<file path="src/rtl/vector_heading_and_velocity_macros.svh">
// assertion macros for the heading and velocity block
`ifndef VECTOR_HEADING_AND_VELOCITY_MACROS_SVH
`define VECTOR_HEADING_AND_VELOCITY_MACROS_SVH

`ifndef NO_ASSERTIONS

// implication checked on every edge outside reset
`define VHV_ASSERT_IMP(name, ante, cons) \
  name: assert property (@(posedge clk) disable iff (rst) (ante) |-> (cons)) \
    else $error("vhv: check failed");

// state in the cycle after reset
`define VHV_ASSERT_RST(name, cons) \
  name: assert property (@(posedge clk) rst |=> (cons)) \
    else $error("vhv: reset check failed");

`else

`define VHV_ASSERT_IMP(name, ante, cons)
`define VHV_ASSERT_RST(name, cons)

`endif

`endif

</file>
<file path="src/rtl/vhv_pkg.sv">
// shared types, tables and lookup functions for the heading and velocity block
package vhv_pkg;

  localparam int MAG_W      = 17;
  localparam int Q_W        = 9;
  localparam int DIV_STEPS  = 2;
  localparam int DIV_STAGES = (Q_W - 1) / DIV_STEPS;
  localparam int ATAN_N     = 32;
  localparam int QUARTER_N  = 65;

  localparam logic [7:0] ZERO_HEADING = 8'd192;
  localparam logic [7:0] OCT_OFFSET   = 8'd80;
  localparam logic [7:0] QUARTER_TURN = 8'd64;
  localparam logic [7:0] HALF_TURN    = 8'd128;

  // per-item control carried down the pipe
  typedef struct packed {
    logic        kind;
    logic [7:0]  given;
    logic [14:0] speed;
    logic        neg_x;
    logic        neg_y;
    logic        steep;
    logic        zero;
  } meta_t;

  // divider state between stages
  typedef struct packed {
    meta_t             meta;
    logic [MAG_W-1:0]  den;
    logic [MAG_W-1:0]  rem;
    logic [Q_W-1:0]    quo;
  } div_t;

  // resolved heading with its speed
  typedef struct packed {
    logic [7:0]  heading;
    logic [14:0] speed;
  } ang_t;

  // smallest quotient at which the arctangent entry reaches k+1
  localparam logic [Q_W-1:0] ATAN_STEP [ATAN_N] = '{
    9'd7,   9'd13,  9'd19,  9'd26,  9'd32,  9'd38,  9'd45,  9'd51,
    9'd58,  9'd65,  9'd71,  9'd78,  9'd85,  9'd92,  9'd99,  9'd107,
    9'd114, 9'd122, 9'd129, 9'd137, 9'd146, 9'd154, 9'd163, 9'd172,
    9'd181, 9'd190, 9'd200, 9'd211, 9'd221, 9'd233, 9'd244, 9'd256
  };

  // first quadrant of the sine table, scaled by 256
  localparam logic [8:0] QUARTER_SINE [QUARTER_N] = '{
    9'd0,   9'd6,   9'd12,  9'd18,  9'd25,  9'd31,  9'd37,  9'd43,  9'd49,
    9'd56,  9'd62,  9'd68,  9'd74,  9'd80,  9'd86,  9'd92,  9'd97,  9'd103,
    9'd109, 9'd115, 9'd120, 9'd126, 9'd131, 9'd136, 9'd142, 9'd147, 9'd152,
    9'd157, 9'd162, 9'd167, 9'd171, 9'd176, 9'd181, 9'd185, 9'd189, 9'd193,
    9'd197, 9'd201, 9'd205, 9'd209, 9'd212, 9'd216, 9'd219, 9'd222, 9'd225,
    9'd228, 9'd231, 9'd234, 9'd236, 9'd238, 9'd241, 9'd243, 9'd244, 9'd246,
    9'd248, 9'd249, 9'd251, 9'd252, 9'd253, 9'd254, 9'd254, 9'd255, 9'd255,
    9'd255, 9'd256
  };

  // arctangent table as a count of thresholds passed
  function automatic logic [5:0] atan_lookup(logic [Q_W-1:0] q);
    logic [5:0] n;
    n = '0;
    for (int k = 0; k < ATAN_N; k++) begin
      if (q >= ATAN_STEP[k]) n = n + 6'd1;
    end
    return n;
  endfunction

  // signed sine entry, range -256 to 256
  function automatic logic signed [9:0] sin_lookup(logic [7:0] h);
    logic [6:0] idx;
    logic [9:0] mag;
    idx = h[6] ? (7'd64 - {1'b0, h[5:0]}) : {1'b0, h[5:0]};
    mag = {1'b0, QUARTER_SINE[idx]};
    return h[7] ? -$signed(mag) : $signed(mag);
  endfunction

endpackage

</file>
<file path="src/rtl/vhv_front.sv">
// input stage: magnitudes, octant flags and the leading quotient bit
module vhv_front
  import vhv_pkg::*;
(
  input  logic              clk,
  input  logic              rst,
  input  logic              in_valid,
  output logic              in_ready,
  input  logic              kind,
  input  logic signed [15:0] delta_x,
  input  logic signed [15:0] delta_y,
  input  logic [7:0]        given_heading,
  input  logic [14:0]       speed,
  output logic              out_valid,
  input  logic              out_ready,
  output div_t              out_data
);

  logic signed [MAG_W-1:0] sx;
  logic signed [MAG_W-1:0] sy;
  logic [MAG_W-1:0]        ax;
  logic [MAG_W-1:0]        ay;
  logic [MAG_W-1:0]        small_mag;
  logic [MAG_W-1:0]        large_mag;
  logic                    top_bit;
  div_t                    out_data_next;

  // absolute values, 17 bits so that the most negative delta fits
  assign sx = MAG_W'(delta_x);
  assign sy = MAG_W'(delta_y);
  assign ax = delta_x[15] ? MAG_W'(-sx) : MAG_W'(sx);
  assign ay = delta_y[15] ? MAG_W'(-sy) : MAG_W'(sy);

  // order the magnitudes and take the first quotient bit
  always_comb begin
    out_data_next.meta.kind  = kind;
    out_data_next.meta.given = given_heading;
    out_data_next.meta.speed = speed;
    out_data_next.meta.neg_x = delta_x[15];
    out_data_next.meta.neg_y = delta_y[15];
    out_data_next.meta.steep = (ax <= ay);
    out_data_next.meta.zero  = (ax == '0) && (ay == '0);
    small_mag = out_data_next.meta.steep ? ax : ay;
    large_mag = out_data_next.meta.steep ? ay : ax;
    top_bit   = (small_mag >= large_mag);
    out_data_next.den = large_mag;
    out_data_next.rem = top_bit ? (small_mag - large_mag) : small_mag;
    out_data_next.quo = {{(Q_W-1){1'b0}}, top_bit};
  end

  assign in_ready = !out_valid || out_ready;

  // stage register
  always_ff @(posedge clk) begin
    if (rst) begin
      out_valid <= 1'b0;
    end else if (in_ready) begin
      out_valid <= in_valid;
    end
  end

  always_ff @(posedge clk) begin
    if (in_ready && in_valid) begin
      out_data <= out_data_next;
    end
  end

endmodule

</file>
<file path="src/rtl/vhv_div_stage.sv">
// one divider stage: restoring steps on the remainder, one quotient bit each
module vhv_div_stage
  import vhv_pkg::*;
(
  input  logic clk,
  input  logic rst,
  input  logic in_valid,
  output logic in_ready,
  input  div_t in_data,
  output logic out_valid,
  input  logic out_ready,
  output div_t out_data
);

  div_t           out_data_next;
  logic [MAG_W:0] trial;
  logic           qbit;

  // shift, compare against the divisor, subtract when it fits
  always_comb begin
    out_data_next = in_data;
    trial = '0;
    qbit  = 1'b0;
    for (int i = 0; i < DIV_STEPS; i++) begin
      trial = {out_data_next.rem, 1'b0};
      qbit  = (trial >= {1'b0, out_data_next.den});
      if (qbit) trial = trial - {1'b0, out_data_next.den};
      out_data_next.rem = trial[MAG_W-1:0];
      out_data_next.quo = {out_data_next.quo[Q_W-2:0], qbit};
    end
  end

  assign in_ready = !out_valid || out_ready;

  // stage register
  always_ff @(posedge clk) begin
    if (rst) begin
      out_valid <= 1'b0;
    end else if (in_ready) begin
      out_valid <= in_valid;
    end
  end

  always_ff @(posedge clk) begin
    if (in_ready && in_valid) begin
      out_data <= out_data_next;
    end
  end

endmodule

</file>
<file path="src/rtl/vhv_angle.sv">
// heading stage: arctangent lookup and octant fold
module vhv_angle
  import vhv_pkg::*;
(
  input  logic clk,
  input  logic rst,
  input  logic in_valid,
  output logic in_ready,
  input  div_t in_data,
  output logic out_valid,
  input  logic out_ready,
  output ang_t out_data
);

  logic [5:0] base;
  logic [7:0] h;
  ang_t       out_data_next;

  // fold the first-octant angle out to the full turn
  always_comb begin
    base = atan_lookup(in_data.quo);
    h = in_data.meta.steep ? (QUARTER_TURN - {2'b00, base}) : {2'b00, base};
    if (in_data.meta.neg_x) h = HALF_TURN - h;
    if (in_data.meta.neg_y) h = 8'd0 - h;
    if (in_data.meta.zero)  h = ZERO_HEADING;
    if (in_data.meta.kind)  h = in_data.meta.given;
    out_data_next.heading = h;
    out_data_next.speed   = in_data.meta.speed;
  end

  assign in_ready = !out_valid || out_ready;

  // stage register
  always_ff @(posedge clk) begin
    if (rst) begin
      out_valid <= 1'b0;
    end else if (in_ready) begin
      out_valid <= in_valid;
    end
  end

  always_ff @(posedge clk) begin
    if (in_ready && in_valid) begin
      out_data <= out_data_next;
    end
  end

endmodule

</file>
<file path="src/rtl/vhv_vel.sv">
// velocity stages: sine and cosine lookup, then the speed multiply
module vhv_vel
  import vhv_pkg::*;
(
  input  logic               clk,
  input  logic               rst,
  input  logic               in_valid,
  output logic               in_ready,
  input  ang_t               in_data,
  output logic               out_valid,
  input  logic               out_ready,
  output logic [7:0]         heading,
  output logic [2:0]         octant,
  output logic signed [15:0] vel_x,
  output logic signed [15:0] vel_y
);

  logic               a_valid;
  logic               a_ready;
  logic [7:0]         a_heading;
  logic [2:0]         a_octant;
  logic signed [9:0]  a_cos;
  logic signed [9:0]  a_sin;
  logic [14:0]        a_speed;
  logic               b_ready;
  logic [7:0]         oct_sum;
  logic signed [25:0] mul_x;
  logic signed [25:0] mul_y;
  logic signed [23:0] prod_x;
  logic signed [23:0] prod_y;

  assign b_ready  = !out_valid || out_ready;
  assign a_ready  = !a_valid || b_ready;
  assign in_ready = a_ready;

  assign oct_sum = in_data.heading + OCT_OFFSET;

  // table stage
  always_ff @(posedge clk) begin
    if (rst) begin
      a_valid <= 1'b0;
    end else if (a_ready) begin
      a_valid <= in_valid;
    end
  end

  always_ff @(posedge clk) begin
    if (a_ready && in_valid) begin
      a_heading <= in_data.heading;
      a_octant  <= oct_sum[7:5];
      a_cos     <= sin_lookup(in_data.heading + QUARTER_TURN);
      a_sin     <= sin_lookup(in_data.heading);
      a_speed   <= in_data.speed;
    end
  end

  // signed products, floor division by 256 is the arithmetic shift
  assign mul_x = a_cos * $signed({1'b0, a_speed});
  assign mul_y = a_sin * $signed({1'b0, a_speed});

  always_ff @(posedge clk) begin
    if (rst) begin
      out_valid <= 1'b0;
    end else if (b_ready) begin
      out_valid <= a_valid;
    end
  end

  always_ff @(posedge clk) begin
    if (b_ready && a_valid) begin
      heading <= a_heading;
      octant  <= a_octant;
      prod_x  <= mul_x[23:0];
      prod_y  <= mul_y[23:0];
    end
  end

  assign vel_x = prod_x[23:8];
  assign vel_y = prod_y[23:8];

endmodule

</file>
<file path="src/rtl/vector_heading_and_velocity.sv">
// top level of the heading and velocity block
//
//   beat     direction  handshake              payload
//   input    in         in_valid / in_stall    kind, delta_x, delta_y, given_heading, speed
//   result   out        out_valid / out_stall  heading, octant, vel_x, vel_y
//
// one beat in and one beat out per cycle when nothing stalls
// register stages in order: front, divider chain, heading, tables, multiply
// reset clears the valid bits of every stage; payload registers are not reset
// each stage holds only while it is full and the stage after it cannot take;
// empty stages keep filling, so in_stall rises only when every stage is full
`include "vector_heading_and_velocity_macros.svh"

module vector_heading_and_velocity
  import vhv_pkg::*;
(
  input  logic               clk,
  input  logic               rst,
  input  logic               in_valid,
  output logic               in_stall,
  input  logic               kind,
  input  logic signed [15:0] delta_x,
  input  logic signed [15:0] delta_y,
  input  logic [7:0]         given_heading,
  input  logic [14:0]        speed,
  output logic               out_valid,
  input  logic               out_stall,
  output logic [7:0]         heading,
  output logic [2:0]         octant,
  output logic signed [15:0] vel_x,
  output logic signed [15:0] vel_y
);

  logic front_ready;
  div_t div_data  [DIV_STAGES+1];
  logic div_valid [DIV_STAGES+1];
  logic div_ready [DIV_STAGES+1];
  logic ang_valid;
  logic ang_ready;
  ang_t ang_data;
  logic vel_ready;
  div_t tail;
  logic tail_live;

  assign in_stall = !front_ready;

  // magnitudes and first quotient bit
  vhv_front u_front (
    .clk           (clk),
    .rst           (rst),
    .in_valid      (in_valid),
    .in_ready      (front_ready),
    .kind          (kind),
    .delta_x       (delta_x),
    .delta_y       (delta_y),
    .given_heading (given_heading),
    .speed         (speed),
    .out_valid     (div_valid[0]),
    .out_ready     (div_ready[0]),
    .out_data      (div_data[0])
  );

  // divider chain
  for (genvar g = 0; g < DIV_STAGES; g++) begin : g_div
    vhv_div_stage u_div (
      .clk       (clk),
      .rst       (rst),
      .in_valid  (div_valid[g]),
      .in_ready  (div_ready[g]),
      .in_data   (div_data[g]),
      .out_valid (div_valid[g+1]),
      .out_ready (div_ready[g+1]),
      .out_data  (div_data[g+1])
    );
  end

  assign div_ready[DIV_STAGES] = ang_ready;

  // heading resolution
  vhv_angle u_angle (
    .clk       (clk),
    .rst       (rst),
    .in_valid  (div_valid[DIV_STAGES]),
    .in_ready  (ang_ready),
    .in_data   (div_data[DIV_STAGES]),
    .out_valid (ang_valid),
    .out_ready (vel_ready),
    .out_data  (ang_data)
  );

  // velocity and output register
  vhv_vel u_vel (
    .clk       (clk),
    .rst       (rst),
    .in_valid  (ang_valid),
    .in_ready  (vel_ready),
    .in_data   (ang_data),
    .out_valid (out_valid),
    .out_ready (!out_stall),
    .heading   (heading),
    .octant    (octant),
    .vel_x     (vel_x),
    .vel_y     (vel_y)
  );

  // last divider stage, a zero vector leaves its quotient meaningless
  assign tail      = div_data[DIV_STAGES];
  assign tail_live = div_valid[DIV_STAGES] && !div_data[DIV_STAGES].meta.zero;

  // checks
  `VHV_ASSERT_RST(a_reset_empty, !out_valid && !in_stall)
  `VHV_ASSERT_IMP(a_stall_from_output, in_stall, out_valid && out_stall)
  `VHV_ASSERT_IMP(a_rem_below_divisor, tail_live, tail.rem < tail.den)
  `VHV_ASSERT_IMP(a_quotient_bound, tail_live && tail.quo[Q_W-1], tail.quo[Q_W-2:0] == '0)
  `VHV_ASSERT_IMP(a_octant_match, out_valid, octant == 3'((heading + OCT_OFFSET) >> 5))

endmodule
</file>
<file path="config.mk">
export PLATFORM = sky130hd
export DESIGN_NAME = vector_heading_and_velocity
export DESIGN_NICKNAME = d
export VERILOG_FILES = /design/src/rtl/vhv_pkg.sv /design/src/rtl/vhv_front.sv /design/src/rtl/vhv_div_stage.sv /design/src/rtl/vhv_angle.sv /design/src/rtl/vhv_vel.sv /design/src/rtl/vector_heading_and_velocity.sv
export VERILOG_INCLUDE_DIRS = /design/src /design/src/rtl
export SDC_FILE = /design/constraint.sdc
export NUM_CORES = 2
export LEC_CHECK = 0
export BUFFER_PORTS_ARGS = -buffer_cell sky130_fd_sc_hd__buf_2
export CAP_MARGIN = 20
export CELL_PAD_IN_SITES_DETAIL_PLACEMENT = 0
export CELL_PAD_IN_SITES_GLOBAL_PLACEMENT = 1
export CORE_ASPECT_RATIO = 0.8
export CORE_MARGIN = 10
export CORE_UTILIZATION = 40
export DETAILED_ROUTE_END_ITERATION = 8
export PLACE_DENSITY_LB_ADDON = 0.1
export SLEW_MARGIN = 20
export SYNTH_ARGS = -nofsm -noshare
export SYNTH_HDL_FRONTEND = slang
export SYNTH_SLANG_ARGS = --single-unit
</file>
<file path="constraint.sdc">
create_clock -name clk -period 62.3 [get_ports clk]
set_input_delay 12.46 -clock clk [delete_from_list [all_inputs] [get_ports clk]]
set_output_delay 12.46 -clock clk [all_outputs]
set_load 0.02 [all_outputs]
</file>
* Word level (Yosys, flattened, before mapping)
Memory sizes are Yosys's and may differ from the RTL's.
Index checks and enable logic that the tools add are counted.
** Operators by class
- Add/subtract/negate cells :: 50
- Reduce and logical (&&, ||, !) cells :: 29
- Mux-type cells :: 57
- Multipliers :: 2
- Order comparisons :: 44
- Bitwise gates (word level) :: 2
** Operators by type and width (number)
- $mux W17 :: 12
- $mux W6 :: 31
- $add A6 B1 Y6 const B :: 30
- $ge A18 B17 Y1 :: 8
- $sub A17 B17 Y17 :: 8
- $ge A9 B8 Y1 const B :: 13
- $ge A9 B7 Y1 const B :: 9
- $mux W9 :: 6
- $mul A10 B16 Y24 :: 2
- $ge A9 B6 Y1 const B :: 5
- $mux W8 :: 5
- $logic_not A17 Y1 :: 2
- $neg A16 Y17 :: 2
- $neg A9 Y10 :: 2
- $ge A9 B5 Y1 const B :: 2
- $ge A17 B17 Y1 :: 1
- $le A17 B17 Y1 :: 1
- $add A8 B7 Y8 const B :: 2
- $ge A8 B8 Y1 const B :: 2
- $not A7 Y8 :: 2
- $mux W7 :: 2
- $sub A7 B6 Y7 const A :: 2
- $logic_not A1 Y1 :: 10
- $ge A9 B3 Y1 const B :: 1
- 9 further kinds :: 24
** Word-level totals
- Memories kept :: 2
- Memory bits (read-only) :: 2304
- Input port bits :: 60
- Word-level logic and storage cells :: 258
- Register bits after elaboration :: 437
** Memory list
- (name not given) :: depth 128, bits a word 9, rd ports 1, clocked after memory_dff 0, wr ports 0, line vhv_pkg.sv:76 : mag = {1'b0, QUARTER_SINE[idx]};
- (name not given) :: depth 128, bits a word 9, rd ports 1, clocked after memory_dff 0, wr ports 0, line vhv_pkg.sv:76

* Longest topological paths before layout
- Depth after elaboration :: 72
- Mapped depth :: 112

* Cells and area by module
A second synthesis with hierarchy kept.
** Second synthesis, totals
- Cell total of the unflattened synthesis :: 4417
- Area, all modules :: 43688.2 µm²
** By module, submodules not included
- vhv_div_stage :: cells an instance 373, seq. area each 2152.1 µm², times used 4, area an instance 4455.5 µm²
- vhv_vel :: cells an instance 1557, seq. area each 2712.6 µm², times used 1, area an instance 14486.4 µm²
- vhv_angle :: cells an instance 846, seq. area each 710.7 µm², times used 1, area an instance 6580.1 µm²
- vhv_front :: cells an instance 520, seq. area each 1911.8 µm², times used 1, area an instance 4792.1 µm²
- vector_heading_and_velocity :: cells an instance 2, seq. area each 0.0 µm², times used 1, area an instance 7.5 µm²

* Least setup slack after synthesis
Ideal clock, no wire load.
- Kind :: in2out
- Start point :: input out_stall
- End point :: output in_stall
- Arrival time :: 13482 ps
- Buffers on the path :: 1
- Cell stages on the path :: 7
- Setup slack :: 36358 ps
- Cell sequence :: and3_1 -> and3_1 -> clkbuf_1 -> nand3_1 -> nor2_1 -> nand2_1 -> inv_1
** Between the ends
- Word-level cells in the longest chain between the ends :: 10
** RTL lines
- start: declaration :: line vector_heading_and_velocity.sv:27 : input logic out_stall,
- $logic_not A1 Y1 :: line vector_heading_and_velocity.sv:99 : .out_ready (!out_stall),
- $logic_or A1 B1 Y1 :: line vhv_vel.sv:32 : assign b_ready = !out_valid || out_ready;
- $logic_or A1 B1 Y1 :: line vhv_vel.sv:33 : assign a_ready = !a_valid || b_ready;
- $logic_or A1 B1 Y1 :: line vhv_angle.sv:31 : assign in_ready = !out_valid || out_ready;
- $logic_or A1 B1 Y1 (4 in a row) :: line vhv_div_stage.sv:33 : assign in_ready = !out_valid || out_ready;
- $logic_or A1 B1 Y1 :: line vhv_front.sv:51 : assign in_ready = !out_valid || out_ready;
- $logic_not A1 Y1 :: line vector_heading_and_velocity.sv:45 : assign in_stall = !front_ready;
- end: declaration :: line vector_heading_and_velocity.sv:20 : output logic in_stall,
No other way between the ends.

* Worst setup path after layout
Same ends and word-level chain as after synthesis.

==> results.sh <==
export IMPL_num_vias=26700
export IMPL_skew_ns=0.06231
export IMPL_power_leakage_nw=17.09
export IMPL_initial_utilization_pct=40.51
export IMPL_fmax_ghz=0.03764
export IMPL_nets=4446
export IMPL_dieArea_um2=105300
export IMPL_worstMarginPinSlew_ns=1.027
export IMPL_area_delta_synth_final_pct=9.796
export IMPL_yosys_warnings=0
export IMPL_port_buffers=104
export IMPL_numCtsBuffers=50
export IMPL_rows=99
export IMPL_fp_coreArea_um2=91540
export IMPL_drt_pre_antenna_iters=5
export IMPL_synth_most_common_cell="edfxtp_1"
export IMPL_arrival_ns=14.11
export IMPL_crit_path_max_fanout=6
export IMPL_tns_ns=0
export IMPL_slew_violations=0
export IMPL_hp_class="reg -> reg"
export IMPL_cp_start_kind="primary input"
export IMPL_dp_cells=5009
export IMPL_postLayoutCoreUtil_pct=44.47
export IMPL_timing_final_ws_setup_ns=35.73
export IMPL_post_route_drc_count=0
export IMPL_postCtsSetupBuffers=0
export IMPL_power_total_mw=1.333
export IMPL_track_usage_pct=16.81
export IMPL_drive_gt1_share_pct=8.432
export IMPL_grt_ovfl_total=0
export IMPL_async_flop_share_pct=0
export IMPL_wire_per_inst_um=17.48
export IMPL_cts_resized=0
export IMPL_finish_instance_area_um2=40710
export IMPL_gp_congestion=0.8043
export IMPL_path_class="in -> out"
export IMPL_endpoint_kind="output pin"
export IMPL_synth_area_leaders="edfxtp_1, fa_1, ha_1"
export IMPL_clockBufferDepth=3
export IMPL_clk_latency_ns=0.63
export IMPL_numClockSinks=421
export IMPL_min_period_ns=26.57
export IMPL_totalWireLength_mm=89.22
export IMPL_power_density_nw_per_um2=32.74
export IMPL_dp_final_hpwl_mm=67.96
export IMPL_synth_top_cell_area_share_pct=33.45
export IMPL_worst_r2r_path_depth=107
export IMPL_antenna_found_initial=2
export IMPL_status="finished clean"
export IMPL_maxSlewHeadroom_pct=31.54
export IMPL_r2r_setup_slack_ns=38.45
export IMPL_min_path_cells=0
export IMPL_dp_slack_ns=35.72
export IMPL_grt_pass1_wl_mm=146.1
export IMPL_ios=105
export IMPL_cts_hold_buf=0
export IMPL_path_clk_slew_ns=0.06
export IMPL_placed_area_um2=39000
export IMPL_drt_initial_drc_count=1632
export IMPL_min_period_over_period_pct=42.65
export IMPL_holdWs_ns=0.4062
export IMPL_chipWidth_um=360.4
export IMPL_maxCapViolCount=0
export IMPL_rsz0062_at_grt="no"
export IMPL_dieHeight_um=292.3
export IMPL_vias_per_cell=5.232
export IMPL_hold_violations=0
export IMPL_netlist_area_um2=37080
export IMPL_grt_max_degree=66
export IMPL_drtAntennaViolNets=0
export IMPL_synth_top_area_cell="edfxtp_1"
export IMPL_ir_drop_mv=0.02921
export IMPL_synth_common_cells="edfxtp_1, nand2_1, inv_1, ha_1, nor2_1"
export IMPL_setup_violations=0
export IMPL_avgSynthCellArea_um2=9.781
export IMPL_synthFlopType="edfxtp_1"
export IMPL_stdcell_count=5104
export IMPL_tritoncts="done"
export IMPL_crit_required_ns=49.84
export IMPL_synth_edf_count=413
export IMPL_grt_pass1_vias=26670
export IMPL_ys_ff_latch=421
export IMPL_htree_levels=2
export IMPL_ctsRootBufferMaster="clkbuf_16"
export IMPL_yosysUniqueCellTypes=94
export IMPL_yosysSeqAreaShare_pct=33.88
export IMPL_syn_instance_count=3791
[layout make-up]
cell class,instances,area [µm²]
fill,8954,50830
sequential,421,12560
inverter,367,1378
clock buffer,55,1270
antenna,2,5.005
timing repair buffer,150,865.8
tap,1212,1516
clock inverter,38,425.4
multi-input combinational,2859,22690
[path summary, 6_finish.rpt]
path                               end                       start
setup / recovery              in_stall                   out_stall
hold / removal        u_vel.a_speed[0]         u_angle.out_data[0]
setup reg to reg  u_angle.out_data[22]  g_div[3].u_div.out_data[7]
hold reg to reg       u_vel.a_speed[0]         u_angle.out_data[0]
[kinds of logic after synthesis]
logic type / count (synthesis) / share of synthesized area (%)
AND/OR/NAND/NOR: 1170 / 15.21
buffers and inverters: 512 / 5.247
flip-flops: 421 / 33.88
AO/OA/AOI/OAI: 806 / 14.06
XOR/XNOR: 275 / 7.225
other: 2 / 0.02025
adder cells (fa/ha/maj): 538 / 22.36
multiplexers: 67 / 2.004
[power breakdown]
group | leakage (nW) | switching [mW] | total (mW) | internal (mW)
combinational | 12.4 | 0.366 | 0.664 | 0.299
sequential | 3.88 | 0.0122 | 0.368 | 0.356
clock | 0.804 | 0.123 | 0.300 | 0.177
total | 17.1 | 0.501 | 1.33 | 0.832
[metal layers]
| metal | vias up | track usage [%] | part of all wire, % |
|---|---|---|---|
| met5 | - | 0 | 0 |
| met4 | 0 | 2.988 | 1.4 |
| met3 | 80 | 2.099 | 4.0 |
| met2 | 448 | 25.19 | 42 |
| met1 | 12760 | 25.85 | 53 |
| li1 | 13410 | - | - |
[flip-flops by register name, summed over array words and instances (netlist names)]
register	cells
g_div.u_div.out_data	238
u_front.out_data	63
u_angle.out_data	23
u_vel.prod_x	16
u_vel.prod_y	16
u_vel.a_speed	15
u_vel.a_cos	10
u_vel.a_sin	10
u_vel.a_heading	8
u_vel.heading	8
g_div.u_div.out_valid	4
u_vel.a_octant	3
u_vel.octant	3
u_angle.out_valid	1
u_front.out_valid	1
u_vel.a_valid	1
u_vel.out_valid	1
[cell usage in the layout, fill, tap and decap left out, drive strengths merged, types with 38 or more instances in the layout]
cell type  instances
xor2              89
mux2              48
o21ai            188
and2             162
o21a              67
edfxtp           413
nor3              80
a21o              73
fa               208
nor2b             38
nand3             64
o31ai             38
a21oi            213
nand2b            75
nand2            374
inv              369
xnor2            176
ha               329
nor2             252
clkbuf            55
buf              150
[worst max-delay path, stage by stage]
cell and delay [ns]:
buf_2 0.13, and3_1 0.30, and3_1 0.44, nand3_1 0.15, nor2_1 0.28, nand2_1 0.12, inv_1 0.08, buf_2 0.16
Note: power is estimated with default switching activity, not from simulation.
